$ cat config.mk
export PLATFORM = sky130hd
export DESIGN_NAME = activity_led_indicator
export DESIGN_NICKNAME = d
export VERILOG_FILES = /design/src/rtl/core/ali_pkg.sv /design/src/rtl/core/activity_led_indicator.sv
export SDC_FILE = /design/constraint.sdc
export NUM_CORES = 1
export LEC_CHECK = 0
export CAP_MARGIN = 20
export CELL_PAD_IN_SITES_DETAIL_PLACEMENT = 1
export CELL_PAD_IN_SITES_GLOBAL_PLACEMENT = 2
export CORE_MARGIN = 5
export CORE_UTILIZATION = 39
export DETAILED_ROUTE_END_ITERATION = 8
export DONT_BUFFER_PORTS = 1
export PLACE_DENSITY_LB_ADDON = 0.1
export SLEW_MARGIN = 20
export SYNTH_ARGS = -nofsm -noshare
export SYNTH_HDL_FRONTEND = slang
export SYNTH_SLANG_ARGS = --single-unit
$ cat constraint.sdc
create_clock -name aclk -period 7.2 [get_ports aclk]
set_clock_uncertainty 0.1 [all_clocks]
set_input_delay 0.72 -clock aclk [delete_from_list [all_inputs] [get_ports aclk]]
set_output_delay 0.72 -clock aclk [all_outputs]
set_load 0.01 [all_outputs]
$ cat src/rtl/core/ali_pkg.sv
// Shared types and codes for the activity LED indicator.
package ali_pkg;

    // Event codes carried in the func field; codes 6 and 7 are unused.
    typedef enum logic [2:0] {
        FUNC_TICK      = 3'd0,
        FUNC_CAMERA    = 3'd1,
        FUNC_REQ_BEGIN = 3'd2,
        FUNC_REQ_END   = 3'd3,
        FUNC_RESET     = 3'd4,
        FUNC_ENABLE    = 3'd5
    } func_t;

    // LED colour codes.
    typedef enum logic [2:0] {
        COL_OFF    = 3'd0,
        COL_WHITE  = 3'd1,
        COL_RED    = 3'd2,
        COL_BLUE   = 3'd3,
        COL_YELLOW = 3'd4,
        COL_GREEN  = 3'd5
    } color_t;

    // Configuration register indexes (word address).
    typedef enum logic [1:0] {
        REG_PULSE_MS   = 2'd0,
        REG_REFRESH_MS = 2'd1,
        REG_RATE_LIMIT = 2'd2
    } reg_idx_t;

    localparam logic [15:0] PULSE_MS_RST   = 16'd180;
    localparam logic [15:0] REFRESH_MS_RST = 16'd1000;
    localparam logic [9:0]  RATE_LIMIT_RST = 10'd429;
    localparam logic [9:0]  HTTP_OK        = 10'd200;
    localparam logic [7:0]  OPEN_MAX       = 8'd255;

endpackage

$ cat src/rtl/core/activity_led_indicator.sv
// Activity LED indicator: event-driven colour control for two status LEDs.
//
// Usage:
//  - Input channel (s_valid/s_ready): one event request per item. func selects
//    tick, camera result, request begin/end, reset or enable; now_ms is the
//    millisecond clock. On a tick the block decides whether each LED is
//    rewritten; left_bus_ok/right_bus_ok tell it whether that write would land.
//  - Result channel (m_valid/m_ready): exactly one result request per event,
//    carrying the LED write flags, colours, release_all and requests_open.
//  - APB port: pulse_ms at 0x0, refresh_interval_ms at 0x4, rate_limit_status
//    at 0x8. Write only while the block is idle. pready is tied high.
// Pipeline: an accepted event passes through the input register, then the state
//   update and result register; m_valid rises when the result register loads.
// Throughput: one event per cycle while m_ready does not hold the result; the
//   event state and LED shadows update with the result register, so events chain.
// Reset (synchronous, aresetn low): both pipeline stages empty, config back
//   to 180 / 1000 / 429, pulses and failures cleared, LEDs enabled, shadows
//   invalid, request count zero.
// Stall: while m_ready is low the result is held; one more event is taken
//   into the input register, then s_ready drops until the result drains.
module activity_led_indicator #(
    parameter int ENDPOINT_COUNT = 4
) (
    input  logic        aclk,
    input  logic        aresetn,
    // event input
    input  logic        s_valid,
    output logic        s_ready,
    input  logic [2:0]  s_func,
    input  logic [31:0] s_now_ms,
    input  logic        s_success,
    input  logic [2:0]  s_ep_id,
    input  logic        s_transport_ok,
    input  logic [9:0]  s_http_status,
    input  logic        s_left_bus_ok,
    input  logic        s_right_bus_ok,
    // result output
    output logic        m_valid,
    input  logic        m_ready,
    output logic        m_write_left,
    output logic [2:0]  m_left_color,
    output logic        m_write_right,
    output logic [2:0]  m_right_color,
    output logic        m_release_all,
    output logic [7:0]  m_requests_open,
    // configuration
    input  logic        psel,
    input  logic        penable,
    input  logic        pwrite,
    input  logic [3:0]  paddr,
    input  logic [31:0] pwdata,
    output logic [31:0] prdata,
    output logic        pready
);

    // ---------------------------------------------------------------
    // Configuration registers
    // ---------------------------------------------------------------
    logic [15:0] pulse_ms_reg;
    logic [15:0] refresh_ms_reg;
    logic [9:0]  rate_limit_reg;
    logic        cfg_wr;
    logic [1:0]  cfg_idx;

    assign pready  = 1'b1;
    assign cfg_wr  = psel && penable && pwrite;
    assign cfg_idx = paddr[3:2];

    always_ff @(posedge aclk) begin
        if (!aresetn) begin
            pulse_ms_reg   <= ali_pkg::PULSE_MS_RST;
            refresh_ms_reg <= ali_pkg::REFRESH_MS_RST;
            rate_limit_reg <= ali_pkg::RATE_LIMIT_RST;
        end else if (cfg_wr) begin
            unique case (cfg_idx)
                ali_pkg::REG_PULSE_MS:   pulse_ms_reg   <= pwdata[15:0];
                ali_pkg::REG_REFRESH_MS: refresh_ms_reg <= pwdata[15:0];
                ali_pkg::REG_RATE_LIMIT: rate_limit_reg <= pwdata[9:0];
                default: ;
            endcase
        end
    end

    always_comb begin
        unique case (cfg_idx)
            ali_pkg::REG_PULSE_MS:   prdata = {16'd0, pulse_ms_reg};
            ali_pkg::REG_REFRESH_MS: prdata = {16'd0, refresh_ms_reg};
            ali_pkg::REG_RATE_LIMIT: prdata = {22'd0, rate_limit_reg};
            default:                 prdata = 32'd0;
        endcase
    end

    // ---------------------------------------------------------------
    // Pipeline handshake: input register -> result register
    // ---------------------------------------------------------------
    logic in_v_reg;
    logic out_v_reg;
    logic out_free;
    logic proc;

    assign out_free = !out_v_reg || m_ready;
    assign proc     = in_v_reg && out_free;
    assign s_ready  = !in_v_reg || out_free;
    assign m_valid  = out_v_reg;

    always_ff @(posedge aclk) begin
        if (!aresetn) begin
            in_v_reg  <= 1'b0;
            out_v_reg <= 1'b0;
        end else begin
            if (s_ready) begin
                in_v_reg <= s_valid;
            end
            if (out_free) begin
                out_v_reg <= in_v_reg;
            end
        end
    end

    // Input register (payload only)
    logic [2:0]  func_reg;
    logic [31:0] now_reg;
    logic        success_reg;
    logic [2:0]  endpoint_reg;
    logic        transport_ok_reg;
    logic [9:0]  status_reg;
    logic        left_ok_reg;
    logic        right_ok_reg;

    always_ff @(posedge aclk) begin
        if (s_valid && s_ready) begin
            func_reg         <= s_func;
            now_reg          <= s_now_ms;
            success_reg      <= s_success;
            endpoint_reg     <= s_ep_id;
            transport_ok_reg <= s_transport_ok;
            status_reg       <= s_http_status;
            left_ok_reg      <= s_left_bus_ok;
            right_ok_reg     <= s_right_bus_ok;
        end
    end

    // ---------------------------------------------------------------
    // Event state
    // ---------------------------------------------------------------
    logic [31:0]      cam_stamp_reg,   cam_stamp_next;
    logic             cam_failed_reg,  cam_failed_next;
    logic [31:0]      net_stamp_reg,   net_stamp_next;
    logic             net_ok_reg,      net_ok_next;
    logic [9:0]       net_status_reg,  net_status_next;
    logic [7:0]       open_count_reg,  open_count_next;
    logic             enabled_reg,     enabled_next;
    logic             were_en_reg,     were_en_next;
    ali_pkg::color_t  shd_col_reg [2];
    ali_pkg::color_t  shd_col_next [2];
    logic [31:0]      shd_time_reg [2];
    logic [31:0]      shd_time_next [2];
    logic [1:0]       shd_valid_reg, shd_valid_next;

    // Per-event combinational values
    logic [31:0]      stamp_now;
    logic [31:0]      cam_age;
    logic [31:0]      net_age;
    logic             cam_lit;
    logic             net_lit;
    logic             ep_ok;
    ali_pkg::color_t  want [2];
    logic [1:0]       bus_ok;
    logic [1:0]       skip;
    logic [1:0]       wr_led;
    logic             rel;

    assign stamp_now = (now_reg == 32'd0) ? 32'd1 : now_reg;
    assign cam_age   = now_reg - cam_stamp_reg;
    assign net_age   = now_reg - net_stamp_reg;
    assign cam_lit   = (cam_stamp_reg != 32'd0) && (cam_age < {16'd0, pulse_ms_reg});
    assign net_lit   = (net_stamp_reg != 32'd0) && (net_age < {16'd0, pulse_ms_reg});
    assign ep_ok     = {1'b0, endpoint_reg} < 4'(ENDPOINT_COUNT);
    assign bus_ok    = {right_ok_reg, left_ok_reg};

    always_comb begin
        priority if (cam_failed_reg) begin
            want[0] = ali_pkg::COL_RED;
        end else if (cam_lit) begin
            want[0] = ali_pkg::COL_WHITE;
        end else begin
            want[0] = ali_pkg::COL_OFF;
        end

        priority if (open_count_reg != 8'd0) begin
            want[1] = ali_pkg::COL_BLUE;
        end else if (!net_ok_reg) begin
            want[1] = (net_status_reg == rate_limit_reg) ? ali_pkg::COL_YELLOW
                                                         : ali_pkg::COL_RED;
        end else if (net_lit) begin
            want[1] = ali_pkg::COL_GREEN;
        end else begin
            want[1] = ali_pkg::COL_OFF;
        end
    end

    // Shadow hit: same colour, still valid and younger than the refresh age.
    always_comb begin
        for (int i = 0; i < 2; i++) begin
            skip[i] = shd_valid_reg[i] && (shd_col_reg[i] == want[i]) &&
                      ((now_reg - shd_time_reg[i]) < {16'd0, refresh_ms_reg});
        end
    end

    always_comb begin
        cam_stamp_next  = cam_stamp_reg;
        cam_failed_next = cam_failed_reg;
        net_stamp_next  = net_stamp_reg;
        net_ok_next     = net_ok_reg;
        net_status_next = net_status_reg;
        open_count_next = open_count_reg;
        enabled_next    = enabled_reg;
        were_en_next    = were_en_reg;
        shd_col_next    = shd_col_reg;
        shd_time_next   = shd_time_reg;
        shd_valid_next  = shd_valid_reg;
        wr_led          = 2'b00;
        rel             = 1'b0;

        unique case (func_reg)
            ali_pkg::FUNC_TICK: begin
                if (!enabled_reg) begin
                    if (were_en_reg) begin
                        rel            = 1'b1;
                        shd_valid_next = 2'b00;
                        were_en_next   = 1'b0;
                    end
                end else begin
                    were_en_next = 1'b1;
                    for (int i = 0; i < 2; i++) begin
                        wr_led[i] = !skip[i];
                        if (!skip[i]) begin
                            shd_valid_next[i] = bus_ok[i];
                            if (bus_ok[i]) begin
                                shd_col_next[i]  = want[i];
                                shd_time_next[i] = now_reg;
                            end
                        end
                    end
                end
            end
            ali_pkg::FUNC_CAMERA: begin
                cam_failed_next = !success_reg;
                if (success_reg) begin
                    cam_stamp_next = stamp_now;
                end
            end
            ali_pkg::FUNC_REQ_BEGIN: begin
                if (ep_ok && (open_count_reg != ali_pkg::OPEN_MAX)) begin
                    open_count_next = open_count_reg + 8'd1;
                end
            end
            ali_pkg::FUNC_REQ_END: begin
                if (ep_ok) begin
                    if (open_count_reg != 8'd0) begin
                        open_count_next = open_count_reg - 8'd1;
                    end
                    net_ok_next     = transport_ok_reg && (status_reg == ali_pkg::HTTP_OK);
                    net_status_next = status_reg;
                    net_stamp_next  = stamp_now;
                end
            end
            ali_pkg::FUNC_RESET: begin
                cam_failed_next = 1'b0;
                cam_stamp_next  = 32'd0;
                net_ok_next     = 1'b1;
                net_status_next = 10'd0;
                net_stamp_next  = 32'd0;
            end
            ali_pkg::FUNC_ENABLE: begin
                enabled_next = success_reg;
            end
            default: ;
        endcase
    end

    always_ff @(posedge aclk) begin
        if (!aresetn) begin
            cam_stamp_reg  <= 32'd0;
            cam_failed_reg <= 1'b0;
            net_stamp_reg  <= 32'd0;
            net_ok_reg     <= 1'b1;
            net_status_reg <= 10'd0;
            open_count_reg <= 8'd0;
            enabled_reg    <= 1'b1;
            were_en_reg    <= 1'b1;
            shd_valid_reg  <= 2'b00;
            for (int i = 0; i < 2; i++) begin
                shd_col_reg[i]  <= ali_pkg::COL_OFF;
                shd_time_reg[i] <= 32'd0;
            end
        end else if (proc) begin
            cam_stamp_reg  <= cam_stamp_next;
            cam_failed_reg <= cam_failed_next;
            net_stamp_reg  <= net_stamp_next;
            net_ok_reg     <= net_ok_next;
            net_status_reg <= net_status_next;
            open_count_reg <= open_count_next;
            enabled_reg    <= enabled_next;
            were_en_reg    <= were_en_next;
            shd_valid_reg  <= shd_valid_next;
            shd_col_reg    <= shd_col_next;
            shd_time_reg   <= shd_time_next;
        end
    end

    // ---------------------------------------------------------------
    // Result register
    // ---------------------------------------------------------------
    logic       wl_reg, wr_reg, rel_reg;
    logic [2:0] lc_reg, rc_reg;
    logic [7:0] open_out_reg;

    always_ff @(posedge aclk) begin
        if (proc) begin
            wl_reg       <= wr_led[0];
            lc_reg       <= wr_led[0] ? want[0] : ali_pkg::COL_OFF;
            wr_reg       <= wr_led[1];
            rc_reg       <= wr_led[1] ? want[1] : ali_pkg::COL_OFF;
            rel_reg      <= rel;
            open_out_reg <= open_count_next;
        end
    end

    assign m_write_left    = wl_reg;
    assign m_left_color    = lc_reg;
    assign m_write_right   = wr_reg;
    assign m_right_color   = rc_reg;
    assign m_release_all   = rel_reg;
    assign m_requests_open = open_out_reg;

    // ---------------------------------------------------------------
    // Assertions
    // ---------------------------------------------------------------
    a_release_excl: assert property (@(posedge aclk) disable iff (!aresetn)
        m_valid |-> !(m_release_all && (m_write_left || m_write_right)))
        else $error("release_all together with an LED write");

    a_color_gated: assert property (@(posedge aclk) disable iff (!aresetn)
        (m_valid && !m_write_left) |-> (m_left_color == ali_pkg::COL_OFF))
        else $error("left colour set without a write");

    a_count_hold: assert property (@(posedge aclk) disable iff (!aresetn)
        ($past(aresetn) && !$past(proc)) |-> $stable(open_count_reg))
        else $error("open count moved without an event");

    a_release_once: assert property (@(posedge aclk) disable iff (!aresetn)
        (proc && rel) |=> (!were_en_reg && (shd_valid_reg == 2'b00)))
        else $error("release did not clear shadows");

    a_count_out: assert property (@(posedge aclk) disable iff (!aresetn)
        proc |=> (m_requests_open == open_count_reg))
        else $error("requests_open differs from state");

endmodule
==> flow_metrics.py <==
metrics = {
    "finish": {
        "final_cell_area_um2": 21900,
        "n_fill_cell": 6193,
        "layout-drive-gt1-share": 0.0559,
        "regArea_um2": 6010,
        "largest_reg_flops": 64,
        "area_growth_syn_to_layout_pct": 8.49,
        "finish.net_count": 2781,
        "multi_input_area_um2": 12800,
    },
    "clock_tree": {
        "tritoncts": "built",
        "worst_skew_pair.late_latency_ps": 560,
        "ctsHoldBuffers": 0,
        "cts_repair_resize_count": 0,
        "clockRootBuffer": "sky130_fd_sc_hd__clkbuf_16",
        "cts.sinks": 267,
        "numCtsBuffers": 35,
        "clock_path_buffers": 3,
        "cts_setup_buffers": 0,
        "cts.clk_slew.worst_paths_ps": 60,
        "cts_htree_levels": 2,
    },
    "global_routing": {
        "gr-total-overflow": 0,
        "grt_util_overall": 0.268,
        "largest_net_degree_at_the_start_of_global_routing": 123,
        "antenna_found_initial": 3,
        "vias_in_the_first_global_route": 19191,
        "grt_first_pass_wirelength_um": 118000,
    },
    "synthesis": {
        "synth.area.mux_share": 0.0453,
        "synthCells": 2541,
        "synth_flop_cell": "sky130_fd_sc_hd__dfxtp_1",
        "mappedNetlistArea_um2": 20200,
        "main_combinational_cell_family_by_area_after_synthesis": "simple AND/OR/NAND/NOR gates",
        "post_synth_and_or_nand_nor_area_fraction": 0.213,
        "synth_async_sr_flop_share": 0,
        "synthesis.area_per_instance_um2": 7.94,
        "seq_area_frac_synth": 0.298,
        "post_synth_fa_ha_maj_area_fraction": 0.120,
        "ys_types": 94,
        "postSynthRegisterBits": 267,
        "synth_xor_area_frac": 0.0434,
        "yosys_warnings": 0,
        "synth-compound-area-share": 0.208,
        "number_of_enable_type_register_cells_in_the_synthesized_netlist": 66,
    },
    "worst_setup_path": {
        "worstSetupStartpointType": "flip-flop",
        "crit_fanout": 32,
        "arrival_ps": 6970,
        "cp-startpoint": "now_reg[4]",
        "setup.worst_path.end_class": "flip-flop",
        "r2r_end": "shd_time_reg[5]",
        "timing.critical_path.to": "shd_time_reg[5]",
        "crit-reg2reg-launch": "now_reg[4]",
        "crit_type": "reg -> reg",
        "worst_r2r_path_depth": 21,
        "worst-endpoint-required_ps": 7570,
        "rrSetupSlack_ps": 600,
    },
    "drt": {
        "via_per_inst": 5.93,
        "route.detailed.wl_per_inst_um": 24.5,
        "remaining_drc_errors": 0,
        "drtPass1Iterations": 5,
        "detailedRoute.firstIterationViolations": 1239,
        "antenna_violating_nets_post_route": 0,
        "dr_total_vias": 19007,
        "detail_route.wirelength_um": 78400,
    },
    "place": {
        "port-buffer-count": 0,
        "dp.final_hpwl_um": 59600,
        "place_congestion": 0.921,
        "detailed_place.area_um2": 20700,
    },
    "pwr": {
        "worst_vdd_ir_v": 0.000222,
        "static_leak_nw": 7.94,
        "power.density_cell_area_nw_per_um2": 195,
    },
    "sta": {
        "post_route_setup_tns_ps": 0,
        "fmax_ghz": 0.152,
        "final_min_period_over_clock_period": 0.917,
        "timing.final.hold_violations": 0,
        "timing.final.max_slew_violations": 0,
        "setup_viol_count_final": 0,
        "finalCriticalPeriod_ps": 6600,
        "pin_slew_with_the_least_headroom_to_its_limit_ps": 1030,
        "slew_headroom": 0.296,
        "setup_repair_after_global_routing_missed_its_margin": "no",
    },
    "run": {
        "max_cap_viol_count": 0,
    },
    "floorplan": {
        "placementRows": 83,
        "i_o_pin_total": 147,
        "die_width_um": 237,
        "die-area_um2": 56400,
        "initial_core_util": 0.393,
        "core_area_um2": 51300,
        "die_y_um": 237,
    },
    "run_status": {
        "status": "complete, no violations",
    },
    "hold_path": {
        "hp-class": "in -> reg",
    },
}
-- area by class of cell --
type	instances	area share
Multi-Input combinational cell	1959	0.585
Sequential cell	267	0.274
Clock buffer	40	0.0418
Tap cell	680	0.0389
Inverter	194	0.0334
Timing Repair Buffer	38	0.0151
Clock inverter	24	0.0109
Antenna cell	2	0.000229
-- routing by layer --
layer / vias to the layer above / GRT usage / part of all wire
met2: 405 / 0.437 / 0.46
met1: 9520 / 0.374 / 0.47
met5: - / 0 / 0
met3: 101 / 0.0389 / 0.047
li1: 8981 / - / -
met4: 0 / 0.0700 / 0.026
-- power by group --
group          total (mW)  switching [mW]  internal [mW]
registers            1.63          0.0477           1.58
clock network        1.79           0.729           1.06
logic               0.852           0.544          0.308
total                4.27            1.32           2.95
-- cell usage in the layout, fill, tap and decap left out, types with 37 or more instances in the layout --
master	n
sky130_fd_sc_hd__a21o_1	58
sky130_fd_sc_hd__a21oi_1	260
sky130_fd_sc_hd__dfxtp_1	201
sky130_fd_sc_hd__edfxtp_1	66
sky130_fd_sc_hd__ha_1	187
sky130_fd_sc_hd__inv_1	192
sky130_fd_sc_hd__mux2i_1	89
sky130_fd_sc_hd__nand2_1	378
sky130_fd_sc_hd__nand3_1	118
sky130_fd_sc_hd__nand4_1	51
sky130_fd_sc_hd__nor2_1	132
sky130_fd_sc_hd__nor3_1	37
sky130_fd_sc_hd__nor4_1	42
sky130_fd_sc_hd__o21ai_0	103
sky130_fd_sc_hd__xnor2_1	59
sky130_fd_sc_hd__xor2_1	41
-- per-stage QoR --
| step | util | setup slack, ps | power, mW | hold slack (ps) | instances |
|---|---|---|---|---|---|
| 2_1_floorplan | - | 1750 | 2.25 | 335 | 2557 |
| 5_1_grt | 0.427 | 236 | 4.45 | 137 | 3202 |
| 6_report | 0.427 | 600 | 4.27 | 161 | 3204 |
| 3_3_place_gp | 0.403 | 858 | 2.48 | 342 | 3137 |
| 4_1_cts | 0.426 | 669 | 4.30 | 130 | 3201 |
| 3_5_place_dp | 0.404 | 727 | 2.50 | 347 | 3137 |
-- synthesized netlist by cell type, types with 58 or more instances --
master | n | area, µm²
sky130_fd_sc_hd__nand2_1 | 378 | 1420
sky130_fd_sc_hd__a21oi_1 | 260 | 1300
sky130_fd_sc_hd__dfxtp_1 | 201 | 4020
sky130_fd_sc_hd__inv_1 | 192 | 721
sky130_fd_sc_hd__ha_1 | 187 | 2340
sky130_fd_sc_hd__nor2_1 | 133 | 499
sky130_fd_sc_hd__nand3_1 | 118 | 591
sky130_fd_sc_hd__o21ai_0 | 103 | 515
sky130_fd_sc_hd__clkbuf_1 | 93 | 349
sky130_fd_sc_hd__mux2i_1 | 89 | 891
sky130_fd_sc_hd__edfxtp_1 | 66 | 1980
sky130_fd_sc_hd__xnor2_1 | 59 | 517
sky130_fd_sc_hd__a21o_1 | 58 | 435
-- worst max-delay path, cell delays in order (launching register included) --
cell and delay (ps):
sky130_fd_sc_hd__edfxtp_1 590, sky130_fd_sc_hd__ha_1 490, sky130_fd_sc_hd__a21o_1 240, sky130_fd_sc_hd__a31o_2 230, sky130_fd_sc_hd__o21ai_0 460, sky130_fd_sc_hd__and2_1 260
sky130_fd_sc_hd__o21ai_0 180, sky130_fd_sc_hd__a21o_1 220, sky130_fd_sc_hd__a21oi_1 180, sky130_fd_sc_hd__xnor2_1 150, sky130_fd_sc_hd__ha_1 260, sky130_fd_sc_hd__nor2b_1 160
sky130_fd_sc_hd__a2111o_1 390, sky130_fd_sc_hd__nor4_1 270, sky130_fd_sc_hd__nand4_1 140, sky130_fd_sc_hd__nor4_1 720, sky130_fd_sc_hd__nand2_1 230, sky130_fd_sc_hd__o2111a_1 310
sky130_fd_sc_hd__and4_1 290, sky130_fd_sc_hd__nor2_4 150, sky130_fd_sc_hd__buf_12 240, sky130_fd_sc_hd__mux2i_1 230
-- cell families after synthesis --
group / after synthesis
other: 2
adders and majority gates: 191
buffers and inverters: 331
AOI/OAI and AO/OA: 661
and+or+nand+nor: 898
xor gates and xnor gates: 100
DFF: 267
muxes: 91
-- worst min-delay path by stage --
stage	slack (ps)	endpoint	depth (start not counted)	from
global placement	340	shd_time_reg[13]	2	shd_time_reg[13]
CTS	130	rate_limit_reg[8]	1	aresetn
finish	160	now_reg[11]	0	s_now_ms[11]
floorplan	330	shd_time_reg[10]	2	shd_time_reg[10]
global route	140	now_reg[11]	0	s_now_ms[11]
detailed placement	350	shd_time_reg[17]	2	shd_time_reg[17]
Power figures use the tool's default switching activity.
